==> src/rtl/skn_pkg.sv <==
`default_nettype none

package skn_pkg;

  // Default width that digit runs are padded to
  localparam int PAD_WIDTH_DEF = 10;
  // Length of the 'z' prefix ahead of a leading number
  localparam int PREFIX_LEN = 10;
  // Length of the 'z' fill that replaces an empty key
  localparam int FILL_LEN = 40;

  // Option register bits
  localparam int OPT_PAD = 0;
  localparam int OPT_PREFIX = 1;
  localparam int OPT_FILL = 2;

  localparam logic [6:0] CHAR_Z = 7'h7a;
  localparam logic [6:0] CHAR_0 = 7'h30;
  localparam logic [6:0] CHAR_NONE = 7'h00;

  // Sequencer states: the emitting phases run in this order
  typedef enum logic [2:0] {
    S_IDLE,
    S_PLAN,
    S_PREFIX,
    S_PAD,
    S_DIGITS,
    S_CHARS,
    S_FILL,
    S_TERM
  } state_t;

  // Folded form of one 8-bit code: up to two letters, or one digit
  typedef struct packed {
    logic [1:0] n;
    logic       is_digit;
    logic [6:0] c0;
    logic [6:0] c1;
  } fold_t;

  // Fold the accented upper range (0xC0..0xFF, indexed by the low five bits)
  function automatic fold_t fold_upper(input logic [4:0] idx);
    fold_t r;
    r = '{n: 2'd1, is_digit: 1'b0, c0: 7'("a"), c1: 7'("a")};
    case (idx) inside
      [5'h00:5'h03], 5'h05, 5'h06: r.c0 = 7'("a");
      5'h04: begin
        r.n = 2'd2;
        r.c0 = 7'("a");
        r.c1 = 7'("e");
      end
      5'h07: r.c0 = 7'("c");
      [5'h08:5'h0b]: r.c0 = 7'("e");
      [5'h0c:5'h0f]: r.c0 = 7'("i");
      5'h10: r.c0 = 7'("d");
      5'h11: r.c0 = 7'("n");
      [5'h12:5'h15], 5'h18: r.c0 = 7'("o");
      5'h16: begin
        r.n = 2'd2;
        r.c0 = 7'("o");
        r.c1 = 7'("e");
      end
      5'h17: r.n = 2'd0;
      [5'h19:5'h1b]: r.c0 = 7'("u");
      5'h1c: begin
        r.n = 2'd2;
        r.c0 = 7'("u");
        r.c1 = 7'("e");
      end
      5'h1d: r.c0 = 7'("y");
      5'h1e: r.c0 = 7'("t");
      5'h1f: begin
        r.n = 2'd2;
        r.c0 = 7'("s");
        r.c1 = 7'("s");
      end
      default: r.n = 2'd0;
    endcase
    return r;
  endfunction

  // Fold one Latin-1 / cp1252 code to its key letters
  function automatic fold_t fold_code(input logic [7:0] code);
    fold_t r;
    r = '{n: 2'd1, is_digit: 1'b0, c0: code[6:0], c1: code[6:0]};
    case (code) inside
      [8'h30:8'h39]: r.is_digit = 1'b1;
      [8'h41:8'h5a]: r.c0 = code[6:0] + 7'h20;
      [8'h61:8'h7a]: r.c0 = code[6:0];
      8'h8a, 8'h9a: r.c0 = 7'("s");
      8'h8c, 8'h9c: r.c0 = 7'("o");
      8'h9f, 8'hff: r.c0 = 7'("y");
      [8'hc0:8'hfe]: r = fold_upper(code[4:0]);
      default: r.n = 2'd0;
    endcase
    return r;
  endfunction

endpackage

`default_nettype wire

==> src/rtl/sort_key_normaliser.sv <==
// Sort key normaliser: takes one character code per request and emits the sort key one
// character per output request. Letters fold to lower-case a-z (a few to two letters),
// digits pass, everything else is dropped; digit runs are held in a PAD_WIDTH-entry
// buffer and flushed with optional zero padding and a ten-'z' prefix, and end_of_string
// closes the key (forty-'z' fill for an empty key, a bare terminator if nothing else).
// A single phase counter drives the output register one character per cycle while the
// output is not stalled by out_ready; each request passes through S_PLAN first, and a
// buffered digit emits no character. in_ready is low while the sequencer works; the
// final character may wait in the output register while the next request is taken.
// Configuration is always ready.
`default_nettype none

module sort_key_normaliser #(
  parameter int PAD_WIDTH = skn_pkg::PAD_WIDTH_DEF
) (
  input  wire logic        clk,
  input  wire logic        rst,
  // configuration
  input  wire logic        cfg_valid,
  output logic             cfg_ready,
  input  wire logic [2:0]  cfg_data,
  // input requests
  input  wire logic        in_valid,
  output logic             in_ready,
  input  wire logic [20:0] code_point,
  input  wire logic        end_of_string,
  // output requests
  output logic             out_valid,
  input  wire logic        out_ready,
  output logic [6:0]       out_char,
  output logic             char_valid,
  output logic             last
);

  localparam int CW = $clog2(PAD_WIDTH + 1);
  localparam int IDX_W = (PAD_WIDTH > 1) ? $clog2(PAD_WIDTH) : 1;
  localparam int MAX_A = (skn_pkg::FILL_LEN > skn_pkg::PREFIX_LEN) ?
                         skn_pkg::FILL_LEN : skn_pkg::PREFIX_LEN;
  localparam int MAX_LEN = (MAX_A > PAD_WIDTH) ? MAX_A : PAD_WIDTH;
  localparam int LEN_W = $clog2(MAX_LEN + 1);

  skn_pkg::state_t state, state_next;
  logic [LEN_W-1:0] cnt, cnt_next;

  logic [2:0]    option_bits;
  logic [3:0]    digit_buffer [PAD_WIDTH];
  logic [CW-1:0] digit_count;
  logic          long_run;
  logic          anything_emitted;

  // Plan of the current request
  logic          eos_r;
  logic          pfx_r;
  logic [CW-1:0] pad_n;
  logic [CW-1:0] dig_n;
  logic [1:0]    n_chr;
  logic          fill_r;
  logic          term_r;
  logic [6:0]    c0_r, c1_r;

  // Accept-time decode
  skn_pkg::fold_t fd;
  logic           cp_ok;
  logic [1:0]     k;
  logic           is_dig;
  logic           buffering;
  logic           has_run;
  logic           in_acc;

  assign cfg_ready = 1'b1;
  assign in_ready = (state == skn_pkg::S_IDLE);
  assign in_acc = in_valid && in_ready;

  always_comb begin
    fd = skn_pkg::fold_code(code_point[7:0]);
    cp_ok = (code_point[20:8] == '0);
    k = cp_ok ? fd.n : 2'd0;
    is_dig = cp_ok && fd.is_digit && !end_of_string;
    buffering = is_dig && !long_run && (digit_count < CW'(PAD_WIDTH));
    has_run = (digit_count != '0);
  end

  // Hold the option register
  always_ff @(posedge clk) begin
    if (rst) begin
      option_bits <= '0;
    end else if (cfg_valid && cfg_ready) begin
      option_bits <= cfg_data;
    end
  end

  // Store buffered digits
  always_ff @(posedge clk) begin
    if (in_acc && buffering) begin
      digit_buffer[digit_count[IDX_W-1:0]] <= code_point[3:0];
    end
  end

  // Update run state and the emitted flag on each request
  always_ff @(posedge clk) begin
    if (rst) begin
      digit_count <= '0;
      long_run <= 1'b0;
      anything_emitted <= 1'b0;
    end else if (in_acc) begin
      if (end_of_string) begin
        digit_count <= '0;
        long_run <= 1'b0;
        anything_emitted <= 1'b0;
      end else if (buffering) begin
        digit_count <= digit_count + 1'b1;
      end else begin
        digit_count <= '0;
        long_run <= is_dig;
        anything_emitted <= anything_emitted || has_run || (k != 2'd0);
      end
    end
  end

  // Latch the plan of a request
  always_ff @(posedge clk) begin
    if (in_acc) begin
      eos_r <= end_of_string;
      pfx_r <= !buffering && has_run && !anything_emitted &&
               option_bits[skn_pkg::OPT_PREFIX];
      pad_n <= (!buffering && has_run && option_bits[skn_pkg::OPT_PAD]) ?
               CW'(PAD_WIDTH) - digit_count : '0;
      dig_n <= buffering ? '0 : digit_count;
      n_chr <= (end_of_string || buffering) ? 2'd0 : k;
      fill_r <= end_of_string && !has_run && !anything_emitted &&
                option_bits[skn_pkg::OPT_FILL];
      term_r <= end_of_string && !has_run &&
                !(!anything_emitted && option_bits[skn_pkg::OPT_FILL]);
      c0_r <= fd.c0;
      c1_r <= fd.c1;
    end
  end

  // Phase decode
  logic             emitting;
  logic             fire;
  logic [LEN_W-1:0] ph_len;
  logic             ph_last;
  logic [6:0]       ph_char;
  logic [5:0]       nonempty, above, cand;
  skn_pkg::state_t  follow;
  logic             last_bit;

  always_comb begin
    emitting = (state != skn_pkg::S_IDLE) && (state != skn_pkg::S_PLAN);
    fire = emitting && (!out_valid || out_ready);
    nonempty = {term_r, fill_r, n_chr != 2'd0, dig_n != '0, pad_n != '0, pfx_r};
    ph_len = '0;
    ph_char = skn_pkg::CHAR_NONE;
    above = 6'b000000;
    case (state)
      skn_pkg::S_PLAN: above = 6'b111111;
      skn_pkg::S_PREFIX: begin
        above = 6'b111110;
        ph_len = LEN_W'(skn_pkg::PREFIX_LEN);
        ph_char = skn_pkg::CHAR_Z;
      end
      skn_pkg::S_PAD: begin
        above = 6'b111100;
        ph_len = LEN_W'(pad_n);
        ph_char = skn_pkg::CHAR_0;
      end
      skn_pkg::S_DIGITS: begin
        above = 6'b111000;
        ph_len = LEN_W'(dig_n);
        ph_char = skn_pkg::CHAR_0 + 7'(digit_buffer[cnt[IDX_W-1:0]]);
      end
      skn_pkg::S_CHARS: begin
        above = 6'b110000;
        ph_len = LEN_W'(n_chr);
        ph_char = (cnt == '0) ? c0_r : c1_r;
      end
      skn_pkg::S_FILL: begin
        above = 6'b100000;
        ph_len = LEN_W'(skn_pkg::FILL_LEN);
        ph_char = skn_pkg::CHAR_Z;
      end
      skn_pkg::S_TERM: begin
        ph_len = LEN_W'(1);
        ph_char = skn_pkg::CHAR_NONE;
      end
      default: above = 6'b000000;
    endcase
    cand = nonempty & above;
    if (cand[0]) follow = skn_pkg::S_PREFIX;
    else if (cand[1]) follow = skn_pkg::S_PAD;
    else if (cand[2]) follow = skn_pkg::S_DIGITS;
    else if (cand[3]) follow = skn_pkg::S_CHARS;
    else if (cand[4]) follow = skn_pkg::S_FILL;
    else if (cand[5]) follow = skn_pkg::S_TERM;
    else follow = skn_pkg::S_IDLE;
    ph_last = (cnt == ph_len - 1'b1);
    last_bit = eos_r && ph_last && (follow == skn_pkg::S_IDLE);
  end

  // Sequencer: advance through the phases, one character per cycle unless out_ready stalls
  always_comb begin
    state_next = state;
    cnt_next = cnt;
    case (state)
      skn_pkg::S_IDLE: begin
        if (in_acc) begin
          state_next = skn_pkg::S_PLAN;
          cnt_next = '0;
        end
      end
      skn_pkg::S_PLAN: begin
        state_next = follow;
        cnt_next = '0;
      end
      default: begin
        if (fire) begin
          if (ph_last) begin
            state_next = follow;
            cnt_next = '0;
          end else begin
            cnt_next = cnt + 1'b1;
          end
        end
      end
    endcase
  end

  always_ff @(posedge clk) begin
    if (rst) begin
      state <= skn_pkg::S_IDLE;
      cnt <= '0;
    end else begin
      state <= state_next;
      cnt <= cnt_next;
    end
  end

  // Output register
  always_ff @(posedge clk) begin
    if (rst) begin
      out_valid <= 1'b0;
    end else if (fire) begin
      out_valid <= 1'b1;
    end else if (out_ready) begin
      out_valid <= 1'b0;
    end
  end

  always_ff @(posedge clk) begin
    if (fire) begin
      out_char <= ph_char;
      char_valid <= (state != skn_pkg::S_TERM);
      last <= last_bit;
    end
  end

  // Checks
  assert property (@(posedge clk) disable iff (rst)
    out_valid && !out_ready |=> out_valid && $stable({out_char, char_valid, last}))
    else $error("result changed while stalled");

  assert property (@(posedge clk) disable iff (rst) digit_count <= CW'(PAD_WIDTH))
    else $error("digit buffer overfilled");

  assert property (@(posedge clk) disable iff (rst)
    out_valid && !char_valid |-> last && (out_char == skn_pkg::CHAR_NONE))
    else $error("bare terminator malformed");

  assert property (@(posedge clk) disable iff (rst) long_run |-> digit_count == '0)
    else $error("digits buffered during a pass-through run");

endmodule

`default_nettype wire
==> config.mk <==
export PLATFORM = sky130hd
export DESIGN_NAME = sort_key_normaliser
export DESIGN_NICKNAME = d
export VERILOG_FILES = /design/src/rtl/skn_pkg.sv /design/src/rtl/sort_key_normaliser.sv
export SDC_FILE = /design/constraint.sdc
export NUM_CORES = 1
export LEC_CHECK = 0
export ABC_AREA = 1
export BUFFER_PORTS_ARGS = -buffer_cell sky130_fd_sc_hd__clkbuf_2
export CORE_MARGIN = 2
export CORE_UTILIZATION = 54
export CTS_CLUSTER_DIAMETER = 50
export DETAILED_ROUTE_END_ITERATION = 8
export PLACE_DENSITY = 0.77
export SLEW_MARGIN = 10
export SYNTH_ARGS = -nofsm -noshare
export SYNTH_HDL_FRONTEND = slang
export SYNTH_SLANG_ARGS = --single-unit
==> constraint.sdc <==
create_clock -name clk -period 2.2 [get_ports clk]
set_input_delay 0.33 -clock clk [delete_from_list [all_inputs] [get_ports clk]]
set_output_delay 0.33 -clock clk [all_outputs]
set_load 0.05 [all_outputs]
### Yosys cells after proc, flatten, opt, wreduce, memory -nomap -nowiden

Memories as Yosys holds them, arrays and structs flattened. A register that Yosys moved wholly into a read port is not among the register bits.
Cells that the tools add are included.

| word-level totals | value |
|---|---|
| flip-flop bits (word level) | 56 |
| bits in writable memories | 40 |
| input port bits | 30 |
| word-level logic and storage cells | 235 |
| memories | 1 |

| operators by class | value |
|---|---|
| add/subtract/negate cells | 6 |
| magnitude comparators | 19 |
| eq/ne operators | 31 |
| muxes and demuxes | 97 |
| bitwise logic cells | 1 |
| reductions and logical operators | 61 |

Memories:

| name | depth | width | rd ports | clocked after Yosys merged registers in | wr ports | line | text |
|---|---|---|---|---|---|---|---|
| digit_buffer | 10 | 4 | 1 | 1 | 1 | sort_key_normaliser.sv:46 | `logic [3:0] digit_buffer [PAD_WIDTH];` |

Operators with widths:

| operator | number |
|---|---|
| two-way mux 7 bit | 28 |
| two-way mux 5 bit | 16 |
| case mux 6 bit (6 select lines) | 2 |
| equality test 8 bit, second input constant | 6 |
| two-way mux 2 bit | 23 |
| equality test 5 bit, second input constant | 9 |
| logical AND 1 bit | 28 |
| case mux 7 bit (4 select lines) | 1 |
| two-way mux 3 bit | 9 |
| equality test 5 x 3 -> 1 bit, second input constant | 4 |
| two-way mux 6 bit | 3 |
| greater-or-equal comparator 8 x 7 -> 1 bit, second input constant | 2 |
| less-or-equal comparator 8 x 7 -> 1 bit, second input constant | 2 |
| two-way mux 4 bit | 4 |
| logical NOT 13 bit | 1 |
| equality test 3 bit, second input constant | 4 |
| case mux 6 bit (2 select lines) | 1 |
| nonzero test 4 bit | 3 |
| greater-or-equal comparator 5 x 4 -> 1 bit, second input constant | 2 |
| greater-or-equal comparator 5 bit, second input constant | 2 |
| less-or-equal comparator 5 x 4 -> 1 bit, second input constant | 2 |
| less-or-equal comparator 5 bit, second input constant | 2 |
| OR reduction 2 bit | 5 |
| two-way mux 1 bit | 9 |
| 31 further kinds | 47 |

### Depth between registers and ports, before layout

| depth | value |
|---|---|
| word-level depth | 28 |
| mapped depth | 21 |

### Least setup slack after synthesis

No wires, ideal clock.

| timing path | value |
|---|---|
| path kind | reg-to-reg |
| start point | reg state[1] |
| end point | reg cnt[5] |
| setup time | 0.116 ns |
| arrival time | 2.372 ns |
| required time | 2.084 ns |
| path slack | -0.288 ns |
| cell stages (with the launch flop) | 12 |
| period minus slack after synthesis | 2.488 ns |
| cells stage by stage | dfxtp_1 inv_4 nand2_4 nor2_4 nand2_4 inv_1 nor3_2 inv_2 nand4_1 nor3_1 xor2_1 nor2_1 |

| on the way | value |
|---|---|
| elaborated cells between the ends (all ways) | 22 |

RTL lines:

| element | line | text |
|---|---|---|
| start: declaration | sort_key_normaliser.sv:42 | `skn_pkg::state_t state, state_next;` |
| start signal: assignment | sort_key_normaliser.sv:231 | `state <= skn_pkg::S_IDLE;` |
| start signal: assignment | sort_key_normaliser.sv:234 | `state <= state_next;` |
| logical NOT 3 bit | sort_key_normaliser.sv:71 | `assign in_ready = (state == skn_pkg::S_IDLE);` |
| via in_ready | sort_key_normaliser.sv:24 | `output logic in_ready,` |
| logical AND 1 bit | sort_key_normaliser.sv:72 | `assign in_acc = in_valid && in_ready;` |
| via in_acc | sort_key_normaliser.sv:68 | `logic in_acc;` |
| != test 2 x 1 -> 1 bit (no line) | n/a |  |
| AND reduction 2 bit (no line) | n/a |  |
| end signal: assignment | sort_key_normaliser.sv:235 | `cnt <= cnt_next;` |
| end: declaration | sort_key_normaliser.sv:43 | `logic [LEN_W-1:0] cnt, cnt_next;` |

The timed path passes the listed nets, and every way through them passes these cells. The select of a mux whose other input is x is not followed.
A chain may end at the register's enable or synchronous reset.

### Worst setup path in the final report

| timing path | value |
|---|---|
| start point | reg state[0] |
| end point | reg cnt[0] |

| on the way | value |
|---|---|
| word-level cells in the longest chain between the ends | 7 |
| elaborated cells between the ends (all ways) | 22 |

Ends and longest elaborated chain:

| element | line | text |
|---|---|---|
| equality test 3 bit / equality test 3 x 2 -> 1 bit (equally long branches) | sort_key_normaliser.sv:156 | `case (state)` |
| case mux 6 bit (6 select lines) | sort_key_normaliser.sv:156 |  |
| subtractor 6 x 1 -> 6 bit | sort_key_normaliser.sv:197 | `ph_last = (cnt == ph_len - 1'b1);` |
| equality test 6 bit | sort_key_normaliser.sv:197 |  |
| two-way mux 6 bit | sort_key_normaliser.sv:218 | `if (ph_last) begin` |
| two-way mux 6 bit | sort_key_normaliser.sv:217 | `if (fire) begin` |
| case mux 6 bit (2 select lines) | sort_key_normaliser.sv:205 | `case (state)` |

Several ways; a longest one is shown, not always the timed one. The select of a mux whose other input is x is not followed.

==> metrics.txt <==
largest net degree at the start of global routing 29; CP top delay family simple AND/OR/NAND/NOR gates; IO Pins 42; final worst setup slack -46.9 ps; final hold vios 0; leak pwr about 2.6 nW; Post-Syn Nets ~630; filler instances around 800; antenna-violating nets left 0; clock buffer depth 2; syn_area_per_cell slightly below 9 um2; worst hold margin between 150 and 200 ps; CTS buffer count 9; R2R Path Start state[0]; CTS root buf clkbuf_8; residual DRC count 0; Finished Layout Cells approximately 820; cts hold-fix bufs 0; most common cell after layout, fill and taps aside nand2_1; Post-Place Cell Area a little under 0.006 mm2; vias in the first global route between 4,000 and 5,000; Required @ worst endpoint around 2500 ps; Buf+Inv Stages, Crit Path 2; number of stages on the worst setup path 16; PD cells roughly 1000 mW/mm2; max incr delay on CP ~370 ps; Chip Height between 100 and 150 um; status complete, but fails checks; area delta synth->final 18.4%; sequential share of the synthesized area 53.4%; final net count between 700 and 800; Final GP Congestion approximately 0.90; #FFs+latches synth 100; WL/cell around 15 um; GRT overflow 0; CTS tree done; WL final between 10 and 15 mm; CP Launch Type register; Final Cycle Share 102%; Inst Count DP approximately 800; number of detailed-route iterations in the first pass 5; Worst path slowest cell dfxtp_4; Post-Syn Area between 0.005 and 0.006 mm2; cells along the critical path buf_6 -> nor2_4 -> nand3_2 -> nand3_2 -> inv_2 -> ha_4 -> xor2_1 -> nand2_1 -> nor2_1 -> nand3_1 -> nor2_2 -> nand2_2 -> nand2_2 -> nand2_4 -> nand2_4 -> a21oi_2; failing checks setup timing; GRT Overall Usage 24.5%; Slew Limit Fails 0; fin area slightly above 0.006 mm2; FP Rows 35; first-pass GRT wire length between 15 and 20 mm; CP arrival 2500 ps; Die Area about 0.010 mm2; Antenna Cells 0; HP Class in -> reg; Max-Cap Viols 0; total power ~6.3 mW; RSZ-0062 raised after global routing yes; FF-to-FF path depth 16; Avg Vias per Cell 5.48; htree depth 3; Initial Utilization between 50% and 60%; Final min period between 2000 and 2500 ps; Syn. warnings 0; Final Core Density roughly 66%; largest fanout on the critical path 7; Synth cell types 43; FF-to-FF setup slack -50 ps; clock slew at reported path FFs about 100 ps; Multi-input gate area around 0.0021 mm2; f_max between 400 and 500 MHz; VDD IR max approximately 500 uV; Reg-to-Reg End cnt[0]; Die W 102 um; Setup crit end cnt[0]; setup violators final 11; DR iter-0 viols between 200 and 250; Sink Count 100; synthesized instance count between 500 and 600; Crit. End Element register; CP startpoint state[0]; register area between 0.002 and 0.003 mm2; layout cell share with drive strength beyond 1 between 20% and 30%; most frequent cells in the layout nand2_1, nor2_1, edfxtp_1, inv_1, o21ai_0; core area 0.00928 mm2; Clk Latency, worst-skew pair about 360 ps; Worst Clk Skew 10.5 ps; Crit Path Category reg -> reg; via count 4,471; Post-DP HPWL between 9 and 10 mm; I/O Buffers 40; worst slew margin relative to its limit about 60%; worst slew pin tran just under 600 ps; initial antenna violation count 0
-- metrics by stage --
step                TNS, ps  setup slack, ps
finish                 -339            -46.9
global route          -1760             -170
CTS                       0             1.66
detailed placement    -2860             -117
global placement       -631            -29.6
floorplan             -89.0            -5.57
-- state kept, by name, summed over array words and instances (netlist names), 4 cells and up, named ones only --
register	cells
c1_r	7
dig_n	4
out_char	7
pad_n	4
c0_r	7
cnt	6
digit_count	4
digit_buffer	40
-- how the worst min path moves through the flow --
stage / cells after the start / slack, ps / from / endpoint
final: 1 / 180 / end_of_string / eos_r
after global routing: 1 / 160 / end_of_string / eos_r
after CTS: 1 / 170 / end_of_string / eos_r
after detailed placement: 2 / 500 / long_run / long_run
after global placement: 2 / 490 / long_run / long_run
after floorplan: 1 / 400 / rst / digit_count[1]
-- synthesized netlist by cell type, drive strengths merged --
cell type	instances	area share [%]
dfxtp	23	8.9
o211ai	1	0.14
o21bai	1	0.14
o41ai	2	0.34
ha	9	2.2
a31oi	3	0.36
clkbuf	6	0.63
o22ai	3	0.36
a211oi	1	0.14
nor4	5	0.72
a311oi	1	0.17
o32ai	2	0.34
nand4	15	1.8
clkinv	1	0.072
nand3	50	5.3
o221ai	2	0.34
and3	2	0.24
o21ai	48	4.6
o2111ai	1	0.17
nor2	103	8.2
edfxtp	77	45
a21oi	17	1.6
inv	68	5.0
bufinv	1	0.34
conb	1	0.072
buf	6	0.75
nand2	124	9.9
xor2	6	1.0
nor3	12	1.4
or2	3	0.36
-- repair_timing --
action,CTS,global route
resized for setup,4,16
endpoints found under the hold margin,0,0
endpoints found under the setup margin,11,54
setup buffers,0,5
pin swaps,0,13
-- routing by layer --
metal / part of all wire (%) / GRT usage [%] / routed length [um]
met4: 2.0 / 9.03 / 248
met1: 45 / 33.5 / 5400
met5: 0 / 0 / 0
met3: 5.8 / 3.83 / 706
met2: 47 / 40.0 / 5750
-- where the power goes --
| part | internal [mW] | switching (mW) |
|---|---|---|
| clock | 0.533 | 0.656 |
| combinational | 0.821 | 1.74 |
| sequential | 2.37 | 0.187 |
| total | 3.72 | 2.58 |
-- area by class of cell --
cell class | instances | share of cell area [%]
clock buffer | 11 | 2.65
multi-input combinational | 412 | 34.5
tap | 129 | 2.63
timing repair buffer | 89 | 9.51
clock inverter | 5 | 0.794
inverter | 70 | 4.60
sequential | 100 | 45.3
-- kinds of logic (layout without fill, tap and decap cells) --
group	Yosys count	count (layout)	share of synthesized area (%)
other cells	1	1	0.0723
simple gates	314	314	27.8
compound gates	82	82	8.78
xor+xnor	6	6	1.01
fa+ha+maj	9	9	2.17
flops	100	100	53.4
buf+inv	82	175	6.75
(Power assumes the default switching activity.)
